### src/hdl/assert_macros.svh
// Assertion helpers for the regret-matching table.
`ifndef ASSERT_MACROS_SVH
`define ASSERT_MACROS_SVH
`ifndef SYNTHESIS
// Clocked check, off while reset is held.
`define RMT_ASSERT(lbl, clk, rst_n, prop) \
  lbl: assert property (@(posedge clk) disable iff (!rst_n) prop) \
    else $error("regret table check failed");
// Clocked check, also live during reset.
`define RMT_ASSERT_ALWAYS(lbl, clk, prop) \
  lbl: assert property (@(posedge clk) prop) \
    else $error("regret table check failed");
`else
`define RMT_ASSERT(lbl, clk, rst_n, prop)
`define RMT_ASSERT_ALWAYS(lbl, clk, prop)
`endif
`endif

### src/hdl/rmt_pkg.sv
package rmt_pkg;

  localparam int DEF_MAX_ACTIONS = 8;
  localparam int RESULT_LIMIT    = 8;   // results per read beat

  localparam int CNT_W  = 4;
  localparam int IDX_W  = 3;
  localparam int VAL_W  = 32;
  localparam int WGT_W  = 17;
  localparam int REG_W  = 48;
  localparam int POS_W  = REG_W - 1;
  localparam int STR_W  = 40;
  localparam int VIS_W  = 32;
  localparam int PROB_W = 17;
  localparam int FRAC_W = 16;
  // sum of up to eight positive 47-bit regrets
  localparam int SUM_W  = 50;
  // pos * 2^16 + sum / 2
  localparam int NUM_W  = 64;

  typedef enum logic [1:0] {
    OP_CLEAR  = 2'd0,
    OP_REGRET = 2'd1,
    OP_STRAT  = 2'd2,
    OP_READ   = 2'd3
  } op_t;

  typedef enum logic [2:0] {
    ST_IDLE,
    ST_UPD,
    ST_CLR,
    ST_SUM,
    ST_DLD,
    ST_DIV,
    ST_EMIT
  } state_t;

  typedef struct packed {
    op_t                     op;
    logic [IDX_W-1:0]        action_index;
    logic signed [VAL_W-1:0] action_value;
    logic signed [VAL_W-1:0] node_ev;
    logic [WGT_W-1:0]        strategy_weight;
    logic                    is_last;
  } in_item_t;

  typedef struct packed {
    logic [IDX_W-1:0]  out_index;
    logic [PROB_W-1:0] probability;
    logic [STR_W-1:0]  strategy_total;
    logic [VIS_W-1:0]  visits;
    logic              status;
    logic              last_result;
  } out_item_t;

  // floor((65536 + n/2) / n)
  function automatic logic [PROB_W-1:0] even_share(input logic [CNT_W-1:0] n);
    logic [PROB_W-1:0] p;
    unique case (n)
      4'd1:    p = 17'd65536;
      4'd2:    p = 17'd32768;
      4'd3:    p = 17'd21845;
      4'd4:    p = 17'd16384;
      4'd5:    p = 17'd13107;
      4'd6:    p = 17'd10923;
      4'd7:    p = 17'd9362;
      4'd8:    p = 17'd8192;
      default: p = '0;
    endcase
    return p;
  endfunction

endpackage

### src/hdl/rmt_ram.sv
module rmt_ram #(
  parameter int WIDTH = 8,
  parameter int DEPTH = 8
) (
  input  logic                     clk,
  input  logic                     we,
  input  logic [$clog2(DEPTH)-1:0] waddr,
  input  logic [WIDTH-1:0]         wdata,
  input  logic [$clog2(DEPTH)-1:0] raddr,
  output logic [WIDTH-1:0]         rdata
);

  logic [WIDTH-1:0] mem [DEPTH];

  always_ff @(posedge clk) begin
    if (we) begin
      mem[waddr] <= wdata;
    end
    rdata <= mem[raddr];
  end

endmodule

### src/hdl/rmt_div.sv
module rmt_div (
  input  logic                      clk,
  input  logic                      rst_n,
  input  logic                      start,
  input  logic [rmt_pkg::NUM_W-1:0] num,
  input  logic [rmt_pkg::SUM_W-1:0] den,
  output logic                      done,
  output logic [rmt_pkg::PROB_W-1:0] quo
);
  import rmt_pkg::*;

  localparam int CW = $clog2(PROB_W + 1);

  // restoring division, one quotient bit per cycle; den is held by the caller
  logic [SUM_W-1:0]  rem_r, rem_nxt;
  logic [PROB_W-1:0] low_r, low_nxt;
  logic [PROB_W-1:0] quo_r, quo_nxt;
  logic [CW-1:0]     cnt_r, cnt_nxt;
  logic              busy_r, busy_nxt;
  logic              done_r, done_nxt;
  logic [SUM_W:0]    trial;
  logic [SUM_W:0]    diff;
  logic              ge;

  always_comb begin
    trial    = {rem_r, low_r[PROB_W-1]};
    diff     = trial - {1'b0, den};
    ge       = trial >= {1'b0, den};
    rem_nxt  = rem_r;
    low_nxt  = low_r;
    quo_nxt  = quo_r;
    cnt_nxt  = cnt_r;
    busy_nxt = busy_r;
    done_nxt = 1'b0;
    if (start) begin
      // quotient fits 17 bits, so the top part is already below den
      rem_nxt  = SUM_W'(num[NUM_W-1:PROB_W]);
      low_nxt  = num[PROB_W-1:0];
      cnt_nxt  = '0;
      busy_nxt = 1'b1;
    end else if (busy_r) begin
      rem_nxt = ge ? diff[SUM_W-1:0] : trial[SUM_W-1:0];
      low_nxt = {low_r[PROB_W-2:0], 1'b0};
      quo_nxt = {quo_r[PROB_W-2:0], ge};
      cnt_nxt = cnt_r + CW'(1);
      if (cnt_r == CW'(PROB_W - 1)) begin
        busy_nxt = 1'b0;
        done_nxt = 1'b1;
      end
    end
  end

  always_ff @(posedge clk) begin
    if (!rst_n) begin
      busy_r <= 1'b0;
      done_r <= 1'b0;
      cnt_r  <= '0;
    end else begin
      busy_r <= busy_nxt;
      done_r <= done_nxt;
      cnt_r  <= cnt_nxt;
    end
    rem_r <= rem_nxt;
    low_r <= low_nxt;
    quo_r <= quo_nxt;
  end

  assign done = done_r;
  assign quo  = quo_r;

endmodule

### src/hdl/regret_matching_table.sv
// Regret-matching table, one beat at a time: regret and strategy beats each do one
// read-modify-write of a single RAM entry; a clear beat resets valid bits and visits.
// Read beat: sum the positive regrets of the n entries, then per action load the entry,
// run the 17-step serial divider and emit, or skip the divider when all regrets <= 0.
// Synchronous active-low reset clears entry valid bits, visits and sets the
// action count to its limit; no clearing pass, the block is ready right away.
`include "assert_macros.svh"

module regret_matching_table #(
  parameter int MAX_ACTIONS = rmt_pkg::DEF_MAX_ACTIONS
) (
  input  logic                      clk,
  input  logic                      rst_n,
  input  logic                      in_valid,
  output logic                      in_stall,
  input  rmt_pkg::in_item_t         in_data,
  output logic                      out_valid,
  input  logic                      out_stall,
  output rmt_pkg::out_item_t        out_data,
  input  logic                      cfg_valid,
  output logic                      cfg_ready,
  input  logic [rmt_pkg::CNT_W-1:0] cfg_data
);
  import rmt_pkg::*;

  localparam int AW   = $clog2(MAX_ACTIONS);
  // effective action limit: the smaller of the table depth and the results per read beat
  localparam int NLIM = (MAX_ACTIONS < RESULT_LIMIT) ? MAX_ACTIONS : RESULT_LIMIT;
  localparam logic [CNT_W-1:0] NLIM_C = CNT_W'(NLIM);

  // ---------------------------------------------------------------------
  // state
  // ---------------------------------------------------------------------
  state_t                 state_r, state_nxt;
  in_item_t               item_r, item_nxt;
  logic                   bad_r, bad_nxt;
  logic [CNT_W-1:0]       n_r, n_nxt;
  logic [VIS_W-1:0]       visits_r, visits_nxt;
  // entry valid bits: an entry never written since the last clear reads as 0
  logic [MAX_ACTIONS-1:0] rvalid_r, rvalid_nxt;
  logic [MAX_ACTIONS-1:0] svalid_r, svalid_nxt;
  logic [AW-1:0]          raddr_q_r;
  logic [IDX_W-1:0]       k_r, k_nxt;
  logic [SUM_W-1:0]       sum_r, sum_nxt;
  logic [STR_W-1:0]       strat_r, strat_nxt;
  logic [PROB_W-1:0]      prob_r, prob_nxt;
  logic                   out_valid_r, out_valid_nxt;
  out_item_t              out_data_r, out_data_nxt;

  // ---------------------------------------------------------------------
  // memories: regret (signed Q32.16) and strategy sum (unsigned Q24.16)
  // ---------------------------------------------------------------------
  logic [AW-1:0]    rd_addr;
  logic [AW-1:0]    wr_addr;
  logic             rg_we, st_we;
  logic [REG_W-1:0] rg_wdata, rg_raw, rg_q;
  logic [STR_W-1:0] st_wdata, st_raw, st_q;

  rmt_ram #(.WIDTH(REG_W), .DEPTH(MAX_ACTIONS)) u_regret_ram (
    .clk   (clk),
    .we    (rg_we),
    .waddr (wr_addr),
    .wdata (rg_wdata),
    .raddr (rd_addr),
    .rdata (rg_raw)
  );

  rmt_ram #(.WIDTH(STR_W), .DEPTH(MAX_ACTIONS)) u_strat_ram (
    .clk   (clk),
    .we    (st_we),
    .waddr (wr_addr),
    .wdata (st_wdata),
    .raddr (rd_addr),
    .rdata (st_raw)
  );

  // ---------------------------------------------------------------------
  // divider for the read path
  // ---------------------------------------------------------------------
  logic              div_start;
  logic [NUM_W-1:0]  div_num;
  logic              div_done;
  logic [PROB_W-1:0] div_quo;

  rmt_div u_div (
    .clk   (clk),
    .rst_n (rst_n),
    .start (div_start),
    .num   (div_num),
    .den   (sum_r),
    .done  (div_done),
    .quo   (div_quo)
  );

  // ---------------------------------------------------------------------
  // datapath
  // ---------------------------------------------------------------------
  logic              rvld_q, svld_q;
  logic              in_acc, cfg_acc, out_free, out_load, last_k;
  logic [IDX_W-1:0]  k_inc;
  logic [POS_W-1:0]  pos;
  logic [VAL_W:0]    delta;
  logic [REG_W:0]    rsum;
  logic [STR_W:0]    ssum;
  logic [STR_W-1:0]  st_new;
  logic [REG_W-1:0]  rg_new;
  logic [VIS_W-1:0]  vis_upd;

  assign in_acc   = in_valid && !in_stall;
  assign cfg_acc  = cfg_valid && cfg_ready;
  assign out_free = !out_valid_r || !out_stall;
  assign k_inc    = k_r + IDX_W'(1);
  assign last_k   = ({1'b0, k_r} == (n_r - CNT_W'(1)));

  // guard the lookup; addresses past the depth only occur for ignored beats
  assign rvld_q = ({1'b0, raddr_q_r} < (AW+1)'(MAX_ACTIONS)) && rvalid_r[raddr_q_r];
  assign svld_q = ({1'b0, raddr_q_r} < (AW+1)'(MAX_ACTIONS)) && svalid_r[raddr_q_r];
  assign rg_q   = rvld_q ? rg_raw : '0;
  assign st_q   = svld_q ? st_raw : '0;

  assign pos = rg_q[REG_W-1] ? '0 : rg_q[POS_W-1:0];

  // regret: 33-bit difference, 49-bit sum, clamp to 48-bit signed
  assign delta = {item_r.action_value[VAL_W-1], item_r.action_value}
               - {item_r.node_ev[VAL_W-1], item_r.node_ev};
  assign rsum  = {rg_q[REG_W-1], rg_q}
               + {{(REG_W-VAL_W){delta[VAL_W]}}, delta};
  always_comb begin
    if (rsum[REG_W] != rsum[REG_W-1]) begin
      rg_new = rsum[REG_W] ? {1'b1, {POS_W{1'b0}}} : {1'b0, {POS_W{1'b1}}};
    end else begin
      rg_new = rsum[REG_W-1:0];
    end
  end

  // strategy sum saturates at all ones
  assign ssum   = {1'b0, st_q} + (STR_W+1)'(item_r.strategy_weight);
  assign st_new = ssum[STR_W] ? '1 : ssum[STR_W-1:0];

  assign vis_upd = (item_r.op == OP_STRAT && item_r.is_last && visits_r != '1)
                 ? visits_r + VIS_W'(1) : visits_r;

  assign div_num = NUM_W'({pos, {FRAC_W{1'b0}}}) + NUM_W'(sum_r[SUM_W-1:1]);

  assign wr_addr  = AW'(item_r.action_index);
  assign rg_wdata = rg_new;
  assign st_wdata = st_new;

  // read address: the beat's entry when taken, then walk 0..n-1
  always_comb begin
    unique case (state_r)
      ST_IDLE: rd_addr = (in_data.op == OP_READ) ? '0 : AW'(in_data.action_index);
      ST_UPD:  rd_addr = AW'(item_r.action_index);
      ST_SUM:  rd_addr = last_k ? '0 : AW'(k_inc);
      ST_EMIT: rd_addr = last_k ? AW'(k_r) : AW'(k_inc);
      ST_CLR, ST_DLD, ST_DIV: rd_addr = AW'(k_r);
      default: rd_addr = AW'(k_r);
    endcase
  end

  // ---------------------------------------------------------------------
  // control: next state, register updates, output load
  // ---------------------------------------------------------------------
  always_comb begin
    state_nxt     = state_r;
    item_nxt      = item_r;
    bad_nxt       = bad_r;
    n_nxt         = n_r;
    visits_nxt    = visits_r;
    rvalid_nxt    = rvalid_r;
    svalid_nxt    = svalid_r;
    k_nxt         = k_r;
    sum_nxt       = sum_r;
    strat_nxt     = strat_r;
    prob_nxt      = prob_r;
    out_data_nxt  = out_data_r;
    out_load      = 1'b0;
    rg_we         = 1'b0;
    st_we         = 1'b0;
    div_start     = 1'b0;

    unique case (state_r)
      ST_IDLE: begin
        if (in_acc) begin
          item_nxt = in_data;
          bad_nxt  = ({1'b0, in_data.action_index} >= n_r);
          unique case (in_data.op)
            OP_CLEAR: begin
              rvalid_nxt = '0;
              svalid_nxt = '0;
              visits_nxt = '0;
              state_nxt  = ST_CLR;
            end
            OP_READ: begin
              sum_nxt   = '0;
              k_nxt     = '0;
              state_nxt = ST_SUM;
            end
            OP_REGRET, OP_STRAT: begin
              state_nxt = ST_UPD;
            end
          endcase
        end
      end

      ST_UPD: begin
        if (out_free) begin
          out_load                   = 1'b1;
          out_data_nxt.out_index     = item_r.action_index;
          out_data_nxt.probability   = '0;
          out_data_nxt.status        = bad_r;
          out_data_nxt.last_result   = 1'b1;
          if (bad_r) begin
            out_data_nxt.strategy_total = '0;
            out_data_nxt.visits         = visits_r;
          end else if (item_r.op == OP_STRAT) begin
            st_we                       = 1'b1;
            svalid_nxt[wr_addr]         = 1'b1;
            visits_nxt                  = vis_upd;
            out_data_nxt.strategy_total = st_new;
            out_data_nxt.visits         = vis_upd;
          end else begin
            rg_we                       = 1'b1;
            rvalid_nxt[wr_addr]         = 1'b1;
            out_data_nxt.strategy_total = st_q;
            out_data_nxt.visits         = visits_r;
          end
          state_nxt = ST_IDLE;
        end
      end

      ST_CLR: begin
        if (out_free) begin
          out_load                    = 1'b1;
          out_data_nxt.out_index      = '0;
          out_data_nxt.probability    = '0;
          out_data_nxt.strategy_total = '0;
          out_data_nxt.visits         = '0;
          out_data_nxt.status         = 1'b0;
          out_data_nxt.last_result    = 1'b1;
          state_nxt                   = ST_IDLE;
        end
      end

      ST_SUM: begin
        // read data belongs to entry k_r
        sum_nxt = sum_r + SUM_W'(pos);
        if (last_k) begin
          k_nxt     = '0;
          state_nxt = ST_DLD;
        end else begin
          k_nxt = k_inc;
        end
      end

      ST_DLD: begin
        strat_nxt = st_q;
        if (sum_r == '0) begin
          prob_nxt  = even_share(n_r);
          state_nxt = ST_EMIT;
        end else begin
          div_start = 1'b1;
          state_nxt = ST_DIV;
        end
      end

      ST_DIV: begin
        if (div_done) begin
          prob_nxt  = div_quo;
          state_nxt = ST_EMIT;
        end
      end

      ST_EMIT: begin
        if (out_free) begin
          out_load                    = 1'b1;
          out_data_nxt.out_index      = k_r;
          out_data_nxt.probability    = prob_r;
          out_data_nxt.strategy_total = strat_r;
          out_data_nxt.visits         = visits_r;
          out_data_nxt.status         = 1'b0;
          out_data_nxt.last_result    = last_k;
          if (last_k) begin
            state_nxt = ST_IDLE;
          end else begin
            k_nxt     = k_inc;
            state_nxt = ST_DLD;
          end
        end
      end

      default: begin
        state_nxt = ST_IDLE;
      end
    endcase

    // action count write; zero is dropped, large values clamp, valid bits and visits clear
    if (cfg_acc && cfg_data != '0) begin
      n_nxt      = (cfg_data > NLIM_C) ? NLIM_C : cfg_data;
      rvalid_nxt = '0;
      svalid_nxt = '0;
      visits_nxt = '0;
    end
  end

  always_comb begin
    if (out_load) begin
      out_valid_nxt = 1'b1;
    end else if (!out_stall) begin
      out_valid_nxt = 1'b0;
    end else begin
      out_valid_nxt = out_valid_r;
    end
  end

  always_ff @(posedge clk) begin
    if (!rst_n) begin
      state_r <= ST_IDLE;
    end else begin
      state_r <= state_nxt;
    end
  end

  always_ff @(posedge clk) begin
    if (!rst_n) begin
      n_r         <= NLIM_C;
      visits_r    <= '0;
      rvalid_r    <= '0;
      svalid_r    <= '0;
      k_r         <= '0;
      out_valid_r <= 1'b0;
    end else begin
      n_r         <= n_nxt;
      visits_r    <= visits_nxt;
      rvalid_r    <= rvalid_nxt;
      svalid_r    <= svalid_nxt;
      k_r         <= k_nxt;
      out_valid_r <= out_valid_nxt;
    end
    item_r     <= item_nxt;
    bad_r      <= bad_nxt;
    sum_r      <= sum_nxt;
    strat_r    <= strat_nxt;
    prob_r     <= prob_nxt;
    raddr_q_r  <= rd_addr;
    out_data_r <= out_data_nxt;
  end

  // one beat in flight; reset holds the input side off
  assign in_stall  = (state_r != ST_IDLE) || !rst_n;
  assign cfg_ready = rst_n;
  assign out_valid = out_valid_r;
  assign out_data  = out_data_r;

  // ---------------------------------------------------------------------
  // checks
  // ---------------------------------------------------------------------
  `RMT_ASSERT(a_accept_leaves_idle, clk, rst_n, in_acc |=> state_r != ST_IDLE)
  `RMT_ASSERT(a_div_done_in_div, clk, rst_n, div_done |-> state_r == ST_DIV)
  `RMT_ASSERT(a_prob_range, clk, rst_n, out_valid_r |-> out_data_r.probability <= 17'd65536)
  `RMT_ASSERT(a_upd_one_write, clk, rst_n, (rg_we || st_we) |-> !(rg_we && st_we) && !bad_r)

endmodule

### config.mk
export PLATFORM = sky130hd
export DESIGN_NAME = regret_matching_table
export DESIGN_NICKNAME = d
export VERILOG_FILES = /design/src/hdl/rmt_pkg.sv /design/src/hdl/rmt_ram.sv /design/src/hdl/rmt_div.sv /design/src/hdl/regret_matching_table.sv
export VERILOG_INCLUDE_DIRS = /design/src /design/src/hdl
export SDC_FILE = /design/constraint.sdc
export NUM_CORES = 2
export LEC_CHECK = 0
export BUFFER_PORTS_ARGS = -buffer_cell sky130_fd_sc_hd__buf_4
export CAP_MARGIN = 15
export CORE_ASPECT_RATIO = 0.8
export CORE_MARGIN = 4
export CORE_UTILIZATION = 50
export CTS_CLUSTER_DIAMETER = 120
export DETAILED_ROUTE_END_ITERATION = 8
export PLACE_DENSITY = 0.69
export SLEW_MARGIN = 10
export SYNTH_ARGS = -nofsm -noshare
export SYNTH_HDL_FRONTEND = slang
export SYNTH_SLANG_ARGS = --single-unit
### constraint.sdc
create_clock -name clk -period 10.46 [get_ports clk]
set_input_delay 1.046 -clock clk [delete_from_list [all_inputs] [get_ports clk]]
set_output_delay 1.046 -clock clk [all_outputs]
set_load 0.005 [all_outputs]
==> summary.md <==
| Metric | Value |
|---|---|
| Tot GR Track Use | 25.3% |
| Postcts setup bufs | 0 |
| Crit Path Category | reg -> reg |
| Fin Clk Skew | just over 0.07 ns |
| Routed WL | between 150000 and 200000 um |
| Post-synthesis simple-gate area fraction | between 10% and 20% |
| Post-synth net total | 6275 |
| Startpoint Class | flip-flop |
| Syn_area_per_cell | approximately 10 um^2 |
| Max Slew Vio Count | 0 |
| RSZ-0062 raised after global routing | no |
| CP most frequent cell | buf_4 |
| Largest delay share family, worst path | compound AO/OA/AOI/OAI gates |
| CP Buf/Inv Count | 3 |
| Global-route wire length before repair | around 260000 um |
| Achievable Freq | roughly 140 MHz |
| I/O Buffers | between 150 and 200 |
| Avg WL per Cell | roughly 22 um |
| Clock buffer count from CTS | 120 |
| Cell Area, Synth | between 60000 and 70000 um^2 |
| Pwr/cell area | around 180 nW/um^2 |
| Switch share | roughly 29% |
| Nets | ~6300 |
| Iteration-0 DRC count of the detailed router | around 5700 |
| Largest family of logic cells by synthesized area | simple AND/OR/NAND/NOR gates |
| Leak | between 0.02 and 0.03 uW |
| Post-synth EDFFs | 1074 |
| Status | finished, final reports clean |
| Setup Viol. Count Final | 0 |
| Top cells by area, synth | edfxtp_1, nand2_1, dfxtp_1 |
| Synth area leader | edfxtp_1 |
| Resized cells post-CTS | 0 |
| TNS Setup | 0 ns |
| Vias per std cell | roughly 5.9 |
| Area grow syn2layout | 11.6% |
| Flop and latch count out of synthesis | 1247 |
| Core area | approximately 120000 um^2 |
| Clock sinks | approximately 1200 |
| Synth cell types | 96 |
| Max incr delay on CP | 0.60 ns |
| # rows | 115 |
| GRT overflow | 0 |
| Net switching power | between 3000 and 4000 uW |
| Ys async rst share | 0% |
| Crit end category | flip-flop |
| Io pins | between 150 and 200 |
| Worst vdd ir | roughly 160 uV |
| Most common cell after layout, fill and taps aside | nand2_1 |
| Drt first pass iters | 6 |
| Max cap viols | 0 |
| Final hold violations | 0 |
| Largest net degree at the start of global routing | roughly 210 |
| Synthesis warning total | 0 |
| Required time worst endpoint | approximately 11 ns |
| Part of the power in the clock network | a little over a third |
| Arrival time at the worst endpoint | approximately 7.6 ns |
| Htree depth | 3 |
| Post-Synthesis Cells | between 5000 and 6000 |
| Ant. Diodes | 0 |
| Post-synthesis compound-gate area fraction | 11.0% |
| CP max stage cell | mux4_1 |
| Initial core utilization | 50.3% |
| Final min period | 7.21 ns |
| Initial antenna violation count | 3 |
| Post-route ant nets | 0 |
| Crit-path max FO | 35 |
| Worst hold path class | in -> reg |
| Hpwl dp | approximately 110000 um |
| Vias in the first global route | around 42000 |
| Worst-path clk slew | roughly 0.06 ns |
| Clk_lat worst skew | just under 0.8 ns |
| Clock Path Buffers | 3 |
| Final Power | 12600 uW |
| Die Width | around 400 um |
| # DRC | 0 |
| Fill cell count | a little over 10000 |
| Die Area | 129000 um^2 |
| Gpl congestion | roughly 0.94 |
| Pint | approximately 9000 uW |
| Slew margin rel. | between 20% and 30% |
| Via count | approximately 46000 |
| Adder-Cell Fraction of Synth Area | 6.01% |
| Mux cell area share after synthesis | less than 1% |
| Post-synth top flop | edfxtp_1 |
| Layout cells sized above 1 | 8.70% |
| Seq pwr share | around half |
| Die Height | between 300 and 400 um |
| Crit path cell chain | mux4_1 > mux2_2 > nand2_1 > fa_1 > fa_1 > nor2b_1 > o21ai_0 > a21oi_1 > nor2_1 > o311ai_1 > a2111oi_0 > buf_4 > o41a_1 > o41ai_1 > a21oi_1 > xnor2_2 > buf_4 > nand2_1 > buf_4 > o21ai_0 |
| Register area share after synthesis | between 50 and 60% |
| Root Buffer | clkbuf_16 |
| CTS tree | built |
| Post-synth top area share | about 52% |
| Commonest cells after routing, fill and taps aside | nand2_1, edfxtp_1, nand3_1 |
| XOR/XNOR share of the synthesized area | under 10% |
| Slew @ Worst Pin | 1.16 ns |
| Combinational Power Share | 16.1% |
| Final worst path period share | 69.0% |
| Hold-fix buffer count after cts | 0 |
[path summary, 6_finish.rpt]
check	from	end	slack, ns	cells after the start
worst min register to register	u_div.quo[3]	u_div.quo[4]	0.45	0
worst min-delay path	in_data[15]	item_r[15]	0.43	1
worst max register to register	raddr_q_r[0]	u_regret_ram.mem[0][42]	3.25	20
worst max-delay path	raddr_q_r[0]	u_regret_ram.mem[0][42]	3.25	20
[synth_stat cells (all sizes together), types with 33 or more instances]
master,n
fa,51
mux2i,37
xor2,77
xnor2,132
nand4,53
and2,52
clkbuf,284
nand2,1210
nor3,83
nand3,529
inv,273
nor2b,34
and3,58
a31oi,38
ha,204
o211ai,33
a21oi,304
edfxtp,1074
o21ai,330
dfxtp,173
o31ai,43
nor2,336
a21o,139
[power by group through the flow]
stage / clock, uW / sequential (uW) / combinational (uW)
global route: 4730 / 6100 / 2230
detailed placement: 0 / 6180 / 1990
CTS: 4510 / 6080 / 2010
finish: 4460 / 6090 / 2020
global placement: 0 / 6190 / 1950
floorplan: 0 / 6090 / 1320
[state kept, by name, indices dropped and copies added (netlist names), 4 cells and up, named ones only]
name,flops
svalid_r,8
u_div.cnt_r,5
visits_r,32
u_div.low_r,17
strat_r,40
sum_r,50
u_regret_ram.rdata,48
n_r,4
u_regret_ram.mem,384
u_strat_ram.rdata,40
u_div.quo,17
u_div.rem_r,50
rvalid_r,8
item_r,84
prob_r,17
u_strat_ram.mem,320
out_data,94
[per-layer routing]
layer | vias up | wire [um] | global-route usage (%) | share of wire [%]
li1 | 21300 | - | - | -
met1 | 22100 | 75700 | 38.2 | 45
met2 | 1884 | 74300 | 38.4 | 44
met3 | 232 | 14400 | 4.07 | 8.6
met4 | 0 | 4180 | 6.54 | 2.5
met5 | - | 0 | 0 | 0
[stage by stage]
| stage | utilization, % | worst slack [ns] | cell area (um^2) | hold slack (ns) | std cells |
|---|---|---|---|---|---|
| final | 56.1 | 3.25 | 68900 | 0.434 | 7742 |
| after detailed placement | 52.8 | 3.38 | 64800 | 0.436 | 7512 |
| after CTS | 56.1 | 3.39 | 68900 | 0.380 | 7742 |
| after global placement | 52.8 | 3.51 | 64800 | 0.432 | 7512 |
| after global routing | 56.1 | 2.98 | 68900 | 0.384 | 7742 |
| after floorplan | - | 1.79 | 61800 | 0.426 | 5924 |
[layout make-up]
class                   instances  area, um^2  area share [%]
clock buffers                 152        3230            4.69
repair buffers                260        1990            2.89
well taps                    1638        2050            2.97
clock inverters                78         855            1.24
flip-flops and latches       1247       35700            51.8
inverters                     274        1040            1.51
multi-input cells            4093       24100            34.9
[kinds of logic after synthesis]
logic type	after synthesis
AOI/OAI and AO/OA	1097
xor gates and xnor gates	209
adders and majority gates	269
buffers and inverters	584
DFF	1247
muxes	46
and+or+nand+nor	2472
(Power assumes the default switching activity.)
